## src/hw/rtl/mips_subset_instruction_step_core_macros.svh

```systemverilog
// Assertion macros for the instruction step core.
`ifndef MIPS_SUBSET_INSTRUCTION_STEP_CORE_MACROS_SVH
`define MIPS_SUBSET_INSTRUCTION_STEP_CORE_MACROS_SVH
// Implication checked on every clock edge, disabled in reset.
`define MSIS_ASSERT_IMP(label, clk, rst, pre, post) \
  label: assert property (@(posedge clk) disable iff (rst) (pre) |-> (post)) \
    else $error("assertion failed");
// Next-cycle implication, disabled in reset.
`define MSIS_ASSERT_NEXT(label, clk, rst, pre, post) \
  label: assert property (@(posedge clk) disable iff (rst) (pre) |=> (post)) \
    else $error("assertion failed");
`endif

```

## src/hw/rtl/msis_pkg.sv

```systemverilog
// Package: constants, types and opcodes of the instruction step core.
`default_nettype none
package msis_pkg;
  localparam int unsigned DataWordsDefault = 1024;
  localparam logic [31:0] StartReset = 32'h0040_0000;
  localparam logic [31:0] GpReset = 32'h1000_8000;
  localparam logic [31:0] SpBase = 32'h1000_0000;

  localparam logic [5:0] OpSpecial = 6'h00;
  localparam logic [5:0] OpJ = 6'h02;
  localparam logic [5:0] OpJal = 6'h03;
  localparam logic [5:0] OpBeq = 6'h04;
  localparam logic [5:0] OpBne = 6'h05;
  localparam logic [5:0] OpAddiu = 6'h09;
  localparam logic [5:0] OpAndi = 6'h0c;
  localparam logic [5:0] OpLui = 6'h0f;
  localparam logic [5:0] OpTrap = 6'h1a;
  localparam logic [5:0] OpLw = 6'h23;
  localparam logic [5:0] OpSw = 6'h2b;

  localparam logic [5:0] FnSll = 6'h00;
  localparam logic [5:0] FnSra = 6'h03;
  localparam logic [5:0] FnJr = 6'h08;
  localparam logic [5:0] FnMfhi = 6'h10;
  localparam logic [5:0] FnMflo = 6'h12;
  localparam logic [5:0] FnMult = 6'h18;
  localparam logic [5:0] FnDiv = 6'h1a;
  localparam logic [5:0] FnAddu = 6'h21;
  localparam logic [5:0] FnSubu = 6'h23;
  localparam logic [5:0] FnSlt = 6'h2a;

  localparam logic [3:0] TrapNewline = 4'h0;
  localparam logic [3:0] TrapPrint = 4'h1;
  localparam logic [3:0] TrapRead = 4'h5;

  localparam logic [1:0] EvNone = 2'd0;
  localparam logic [1:0] EvNewline = 2'd1;
  localparam logic [1:0] EvPrint = 2'd2;
  localparam logic [1:0] EvRead = 2'd3;

  typedef enum logic [2:0] {
    ST_CLEAR, ST_IDLE, ST_READ, ST_EXEC, ST_MUL, ST_DIV, ST_OUT
  } state_t;

  typedef struct packed {
    logic        start;
    logic        is_div;
    logic [31:0] a;
    logic [31:0] b;
  } md_req_t;

  typedef struct packed {
    logic        done;
    logic [31:0] hi;
    logic [31:0] lo;
  } md_rsp_t;
endpackage
`default_nettype wire

```

## src/hw/rtl/msis_muldiv.sv

```systemverilog
// Multi-cycle signed multiply and divide unit.
`default_nettype none
`include "mips_subset_instruction_step_core_macros.svh"
module msis_muldiv (
  input  wire logic            clk,
  input  wire logic            rst,
  input  wire msis_pkg::md_req_t req,
  output msis_pkg::md_rsp_t    rsp
);
  logic        busy;
  logic        is_div;
  logic [5:0]  count;
  logic [31:0] ma;
  logic [31:0] mb;
  logic [63:0] acc;
  logic [31:0] rem;
  logic [31:0] quo;
  logic        neg_q;
  logic        neg_r;
  logic        zero_div;
  logic [32:0] trial;
  logic [32:0] rem_shift;
  logic [63:0] prod;

  assign rem_shift = {rem, ma[31]};
  assign trial = rem_shift - {1'b0, mb};
  assign prod = neg_q ? (64'd0 - acc) : acc;

  always_ff @(posedge clk) begin
    if (rst) begin
      busy <= 1'b0;
      rsp.done <= 1'b0;
    end else begin
      rsp.done <= 1'b0;
      if (req.start) begin
        busy <= 1'b1;
        is_div <= req.is_div;
        count <= 6'd0;
        ma <= req.a[31] ? 32'd0 - req.a : req.a;
        mb <= req.b[31] ? 32'd0 - req.b : req.b;
        neg_q <= req.a[31] ^ req.b[31];
        neg_r <= req.a[31];
        zero_div <= (req.b == 32'd0);
        acc <= 64'd0;
        rem <= 32'd0;
        quo <= 32'd0;
      end else if (busy) begin
        if (count == 6'd32) begin
          busy <= 1'b0;
          rsp.done <= 1'b1;
          if (is_div) begin
            if (zero_div) begin
              rsp.hi <= 32'd0;
              rsp.lo <= 32'd0;
            end else begin
              rsp.lo <= neg_q ? 32'd0 - quo : quo;
              rsp.hi <= neg_r ? 32'd0 - rem : rem;
            end
          end else begin
            rsp.hi <= prod[63:32];
            rsp.lo <= prod[31:0];
          end
        end else begin
          count <= count + 6'd1;
          if (is_div) begin
            ma <= {ma[30:0], 1'b0};
            if (!trial[32]) begin
              rem <= trial[31:0];
              quo <= {quo[30:0], 1'b1};
            end else begin
              rem <= rem_shift[31:0];
              quo <= {quo[30:0], 1'b0};
            end
          end else begin
            acc <= {acc[62:0], 1'b0} + (ma[31] ? {32'd0, mb} : 64'd0);
            ma <= {ma[30:0], 1'b0};
          end
        end
      end
    end
  end

  `MSIS_ASSERT_NEXT(a_done_pulse, clk, rst, rsp.done, !rsp.done)
  `MSIS_ASSERT_IMP(a_count_range, clk, rst, busy, count <= 6'd32)
  `MSIS_ASSERT_NEXT(a_start_busy, clk, rst, req.start, busy)
endmodule
`default_nettype wire

```

## config.mk

```make
export PLATFORM = sky130hd
export DESIGN_NAME = msis_muldiv
export DESIGN_NICKNAME = d
export VERILOG_FILES = /design/src/hw/rtl/msis_pkg.sv /design/src/hw/rtl/msis_muldiv.sv
export VERILOG_INCLUDE_DIRS = /design/src /design/src/hw/rtl
export SDC_FILE = /design/constraint.sdc
export NUM_CORES = 1
export LEC_CHECK = 0
export BUFFER_PORTS_ARGS = -buffer_cell sky130_fd_sc_hd__buf_2
export CAP_MARGIN = 20
export CORE_MARGIN = 2
export CORE_UTILIZATION = 24
export DETAILED_ROUTE_END_ITERATION = 8
export PLACE_DENSITY = 0.48
export SETUP_SLACK_MARGIN = 0.15
export SLEW_MARGIN = 30
export SYNTH_ARGS = -nofsm -noshare
export SYNTH_HDL_FRONTEND = slang
export SYNTH_SLANG_ARGS = --single-unit
```

## constraint.sdc

```tcl
create_clock -name clk -period 17.93 [get_ports clk]
set_input_delay 3.586 -clock clk [delete_from_list [all_inputs] [get_ports clk]]
set_output_delay 3.586 -clock clk [all_outputs]
set_load 0.02 [all_outputs]
```

==> impl_metrics.yaml, run 1 <==
power:
  total_power_mw: 1.88
  irDropWorstVdd_v: 0.0000550
  p_leak_nw: 7.77
  power.density_mw_per_mm2: 90.0
worst_hold_path:
  min_from: "busy$_SDFF_PP0_"
  hold_path_class: "reg -> reg"
  hold_depth: 1
  whs_endpoint: "rsp[64]$_SDFF_PP0_"
synth:
  synth_fp_nets: 1955
  synth_top_area_cell: "edfxtp_1"
  synth_top_area_share_pct: 44.3
  ys.flop_type: "edfxtp_1"
  netlist_area_sq_mm: 0.0180
  synth_compound_gate_area_share_pct: 16.0
  ys_async_sr_fraction_pct: 0
  synth_edf_count: 266
  synth_top_family_by_area: "simple AND/OR/NAND/NOR gates"
  synthCells: 1815
  synth_xor_area_share_pct: 13.2
  yosysSeqAreaShare_pct: 44.6
  synthTopCellsByArea: "edfxtp_1, xor2_1, ha_1"
  synth-adder-area-share_pct: 5.08
  yosys.area_share.simple_pct: 16.1
  ys_types: 64
  ys_seq_elements: 268
  synth.area.mux_share_pct: 1.76
  ys_warn_count: 0
  avgSynthCellArea_sq_um: 9.92
critical_path:
  critPathCaptureType: "flop"
  crit_required_ns: 18.20
  cp_slowest_cell: "or4_1"
  critPathBufInv: 1
  crit_family: "simple AND/OR/NAND/NOR gates"
  cp-start-kind: "input pin"
  cp_data_arrival_time_ns: 6.41
  r2r_end: "rem[29]$_SDFFCE_PP0P_"
  r2r_start: "ma[31]$_DFFE_PP_"
  reg2reg_depth: 15
  cp_cell_sequence: "buf_2 > or3_1 > or4_1 > or3_1 > or4_1 > or2_2 > o41ai_1 > xor2_1 > a21oi_1"
  path_class: "in -> reg"
  cpPeakStageDelay_ns: 0.48
  rrSetupSlack_ns: 12.99
  crit_path_max_fanout: 4
cts:
  cts_resized: 0
  worstSkewPairLatency_ns: 0.56
  path_clk_slew_ns: 0.06
  cts_buffers: 34
  hold_buffers: 0
  htreeDepth: 2
  clock_path_buffers: 3
  cts_root_buf: "clkbuf_16"
  clock_sinks: 268
  cts_tree: "yes"
  cts_setup_buffers: 0
floorplanning:
  fp.dieH_um: 278
  die_area_sq_mm: 0.0773
  io_pins: 133
  initial_utilization_pct: 24.2
  core_area_sq_mm: 0.0743
  std_cell_rows: 100
  die_x_um: 278
detailed_routing:
  drc: 0
  route.vias.total: 14095
  drtIter0Drc: 1126
  first_pass_iters: 8
  vias_per_cell: 4.85
  postRouteAntennaNets: 0
  wl_mm: 52.1
  post_drt_wl_per_cell_um: 17.9
global_routing:
  grt_pass1_wl_mm: 80.3
  antenna_found_initial: 4
  grt_overflow: 0
  grt_max_degree: 95
  grt_usage_pct: 13.1
  grt_pass1_vias: 13656
job:
  cap_violations: 0
cells_and_area:
  drive_above_1_share_pct: 12.9
  n_fill_cell: 7838
  num-nets-final: 2048
  stdcell_area_sq_mm: 0.0209
  syn_to_final_growth_pct: 16.1
  final_cells: 2904
sta:
  whs_ns: 0.543
  rsz0062_at_grt: "false"
  period_share_pct: 34.2
  worst_pin_slew_ns: 0.963
  layout_min_cycle_time_ns: 6.14
  finalSetupViolCount: 0
  hold_viol: 0
  setup_tns_ns: 0
  skew_ns: 0.0275
  slew_viol_final: 0
  fmax_mhz: 163
  relSlewSlack_pct: 35.8
placed_design:
  numPlacedInstances: 2839
  gp_congestion: 0.849
  dpl.hpwl_mm: 39.0
  dpl_cell_area_sq_mm: 0.0197
  io_buffers: 132
run_status:
  status: "finished, final reports clean"
## synth_stat cells (all sizes together), types with 4 or more instances
library cell  instances
a211oi               18
edfxtp              266
or2                  18
nor2b                44
nor4                  9
a31oi                 5
xor2                197
or4                  31
nand3                32
and4                  6
o21bai                6
o211ai                6
or3                  45
and2                 14
nand2b               17
a31o                  4
inv                  68
nand4                19
mux2                  5
mux2i                26
o22ai                64
o21a                  5
o41ai                28
o31ai                57
buf                   8
and3                 10
o21ai                89
xnor2                75
clkbuf               82
a21oi                92
nor3b                 5
nand2                94
nor2                199
ha                   70
nor3                 19
a21o                 39
## how the worst max path moves through the flow
| stage | from | end | slack (ns) | cells after the start |
|---|---|---|---|---|
| floorplan | req[65] | rsp[0]$_DFFE_PP_ | 6.60 | 3 |
| global route | req[3] | mb[27]$_DFFE_PP_ | 11.63 | 8 |
| global placement | req[32] | ma[22]$_DFFE_PP_ | 11.07 | 11 |
| detailed placement | req[40] | ma[27]$_DFFE_PP_ | 11.24 | 9 |
| finish | req[40] | ma[27]$_DFFE_PP_ | 11.79 | 9 |
| CTS | req[40] | ma[27]$_DFFE_PP_ | 11.81 | 9 |
## state kept, by name (all words and copies together), names as in the netlist
signal,count
neg_r,1
is_div,1
rem,32
acc,64
count,6
zero_div,1
ma,32
mb,32
quo,32
neg_q,1
rsp,65
busy,1
## layer usage
layer,routed length [um],global-route usage (%)
met5,29,0
met4,1910,5.00
met1,24000,17.8
met2,23300,20.7
met3,2760,2.54
## power breakdown
| part | total, mW | leakage (nW) | internal (mW) | switching (mW) |
|---|---|---|---|---|
| Clock | 0.699 | 0.551 | 0.418 | 0.282 |
| Combinational | 0.396 | 4.68 | 0.158 | 0.238 |
| Sequential | 0.787 | 2.54 | 0.742 | 0.0445 |
| Total | 1.88 | 7.77 | 1.32 | 0.565 |
## cell families after synthesis
group | count (synthesis)
AND/OR/NAND/NOR | 572
buffers and inverters | 158
flip-flops | 268
adder cells (fa/ha/maj) | 72
XOR/XNOR | 272
AO/OA/AOI/OAI | 442
multiplexers | 31
## placed cells by master, fill, tap and decap left out, types with 7 or more instances in the layout
cell	Yosys	layout
a211oi_1	18	18
a21o_1	39	39
a21oi_1	92	92
and2_1	14	14
and3_1	10	10
buf_2	1	131
buf_4	0	13
clkbuf_16	0	35
clkinv_2	0	7
edfxtp_1	266	266
ha_1	70	70
inv_1	68	68
mux2i_1	26	26
nand2_1	94	94
nand2b_1	17	16
nand3_1	32	32
nand4_1	19	19
nor2_1	199	196
nor2b_1	44	43
nor3_1	19	19
nor4_1	9	9
o21ai_0	89	89
o22ai_1	64	64
o31ai_1	54	54
o41ai_1	28	26
or2_2	16	16
or3_1	42	42
or4_1	24	24
xnor2_1	75	75
xor2_1	197	197
## per-stage QoR
stage | worst slack [ns] | utilization (%)
6_report | 11.79 | 28.1
5_1_grt | 11.63 | 28.1
4_1_cts | 11.81 | 28.1
3_5_place_dp | 11.24 | 26.6
3_3_place_gp | 11.07 | 26.5
2_1_floorplan | 6.60 | -
## cell type report
class / instances / area [sq um] / share of cell area (%)
Antenna cell: 2 / 5.00 / 0.0239
Clock buffer: 41 / 898 / 4.30
Clock inverter: 20 / 228 / 1.09
Inverter: 68 / 255 / 1.22
Multi-Input combinational cell: 1389 / 9460 / 45.2
Sequential cell: 268 / 8030 / 38.4
Tap cell: 969 / 1210 / 5.80
Timing Repair Buffer: 147 / 820 / 3.92
Note: power is estimated with default switching activity, not from simulation.
==> run 2: changes to the inputs <==
Settings changed: PLACE_DENSITY 0.48 to 0.49.
Clock period 17.93 ns to 5.1 ns, I/O delays scaled along.
==> run 2 against run 1 <==
Sequential cell count is the same. Clock power grew to 3.6 times the previous value. Clock-buffer cell count is the same. Total power grew to 3.5 times the previous value. Utilization is essentially flat. Clock skew shrank 0.013 ns. Critical path depth grew 6. Largest power group unchanged.
==> impl_metrics.yaml, run 2 (synthesized netlist as in run 1, its figures left out) <==
cts:
  cts_buffers: 36
  cts_tree: "yes"
  worstSkewPairLatency_ns: 0.55
  cts_setup_buffers: 0
  cts_resized: 0
  clock_sinks: 268
  cts_root_buf: "clkbuf_16"
  clock_path_buffers: 3
  htreeDepth: 2
  hold_buffers: 0
  path_clk_slew_ns: 0.06
global_routing:
  grt_usage_pct: 13.2
  grtUsageMet1_pct: 17.9
  grt_overflow: 0
  grt_pass1_vias: 13766
  busiest_layer: "met2"
  grt_use_met2_pct: 20.9
  grt_max_degree: 116
  grt_pass1_wl_mm: 80.7
  met3_usage_pct: 2.30
  antenna_found_initial: 5
critical_path:
  crit_required_ns: 5.52
  crit_end: "rem[29]$_SDFFCE_PP0P_"
  r2r_start: "ma[31]$_DFFE_PP_"
  critPathCaptureType: "flop"
  r2r_end: "rem[29]$_SDFFCE_PP0P_"
  rrSetupSlack_ns: 0.77
  crit_start: "ma[31]$_DFFE_PP_"
  reg2reg_depth: 15
  cp-start-kind: "flop"
  cp_data_arrival_time_ns: 4.75
  path_class: "reg -> reg"
  crit_path_max_fanout: 41
power:
  power.density_mw_per_mm2: 318
  pwr-share-comb_pct: 20.9
  irDropWorstVdd_v: 0.000149
  switchingPower_mw: 2.00
  pwr-share-clk_pct: 37.5
  internal_power_mw: 4.65
  pwr-share-seq_pct: 41.6
  p_sw_share_pct: 30.1
  p_leak_nw: 7.77
floorplanning:
  std_cell_rows: 100
  die_x_um: 278
  io_pins: 133
  initial_utilization_pct: 24.2
  core_area_sq_mm: 0.0743
  fp.dieH_um: 278
  die_area_sq_mm: 0.0773
cells_and_area:
  num-nets-final: 2051
  drive_above_1_share_pct: 13.0
  max_flop_register: "rsp"
  layout_commonest_cell: "edfxtp_1"
  largest_reg_flops: 65
  largestRegisters: "rsp x65, acc x64"
  utilization_pct: 28.2
  final_cell_mix: "edfxtp_1, xor2_1, nor2_1, buf_2, nand2_1"
  syn_to_final_growth_pct: 16.2
sta:
  slew_viol_final: 0
  fmax_mhz: 231
  fin_ws_ns: 0.767
  period_share_pct: 85.0
  finalSetupViolCount: 0
  relSlewSlack_pct: 35.3
  rsz0062_at_grt: "false"
  worst_pin_slew_ns: 0.971
  skew_ns: 0.0140
  layout_min_cycle_time_ns: 4.33
  hold_viol: 0
  setup_tns_ns: 0
detailed_routing:
  post_drt_wl_per_cell_um: 17.7
  postRouteAntennaNets: 0
  wl_mm: 51.6
  vias_per_cell: 4.86
  first_pass_iters: 5
  drtIter0Drc: 1006
  drc: 0
  route.vias.total: 14166
placed_design:
  gp_congestion: 0.855
  io_buffers: 132
  dpl.hpwl_mm: 39.1
  place_worst_setup_slack_ns: 0.788
job:
  cap_violations: 0
worst_hold_path:
  hold_depth: 1
  hold_path_class: "reg -> reg"
run_status:
  status: "finished, final reports clean"
-- run 2: changes by cell type in the layout (fill, tap and decap cells not counted), sizes merged --
cell / change
diode: +3
inv: +3
clkinvlp: +3
buf: +1
bufinv: -1
-- run 2: critical path, stage by stage (launching register included) --
cell,delay (ns)
edfxtp_1,0.34
inv_1,0.14
buf_4,0.22
ha_1,0.22
inv_1,0.07
fa_1,0.22
a211oi_1,0.10
o21a_1,0.27
a2111o_1,0.45
a31o_2,0.27
o32ai_1,0.45
mux2i_1,0.25
o311a_2,0.18
buf_4,0.47
nor2b_1,0.37
a21o_1,0.16
-- run 2: worst min path at each step --
stage	start	to	slack, ns
3_5_place_dp	ma[29]$_DFFE_PP_	ma[30]$_DFFE_PP_	0.53
5_1_grt	ma[23]$_DFFE_PP_	ma[24]$_DFFE_PP_	0.56
6_report	ma[29]$_DFFE_PP_	ma[30]$_DFFE_PP_	0.54
4_1_cts	ma[29]$_DFFE_PP_	ma[30]$_DFFE_PP_	0.55
2_1_floorplan	busy$_SDFF_PP0_	rsp[64]$_SDFF_PP0_	0.50
3_3_place_gp	ma[29]$_DFFE_PP_	ma[30]$_DFFE_PP_	0.53
-- run 2: layer usage --
metal,wire (um),vias to the layer above
li1,-,6906
met1,23800,6833
met2,23500,341
met3,2630,84
met4,1690,2
met5,13,-
-- run 2: layout make-up --
cell class                      instances  area, sq um
Fill cell                            7877        53400
Multi-Input combinational cell       1389         9450
Sequential cell                       268         8030
Tap cell                              969         1210
Clock buffer                           41          941
Timing Repair Buffer                  148          827
Inverter                               68          255
Clock inverter                         25          214
Antenna cell                            5         12.5
-- run 2: metrics by stage --
| step | instances | cell area (sq um) | power, mW | hold WS [ns] |
|---|---|---|---|---|
| 6_report | 2913 | 20900 | 6.65 | 0.544 |
| 5_1_grt | 2912 | 20900 | 6.98 | 0.563 |
| 4_1_cts | 2908 | 20900 | 6.72 | 0.548 |
| 3_5_place_dp | 2842 | 19800 | 4.19 | 0.534 |
| 3_3_place_gp | 2840 | 19700 | 4.18 | 0.530 |
| 2_1_floorplan | 1815 | 18000 | 3.77 | 0.499 |
-- run 2: power by group through the flow --
stage | clock (mW) | combinational, mW | sequential (mW)
4_1_cts | 2.56 | 1.39 | 2.77
6_report | 2.49 | 1.39 | 2.77
5_1_grt | 2.64 | 1.55 | 2.79
3_3_place_gp | 0 | 1.37 | 2.81
2_1_floorplan | 0 | 1.03 | 2.74
3_5_place_dp | 0 | 1.38 | 2.81
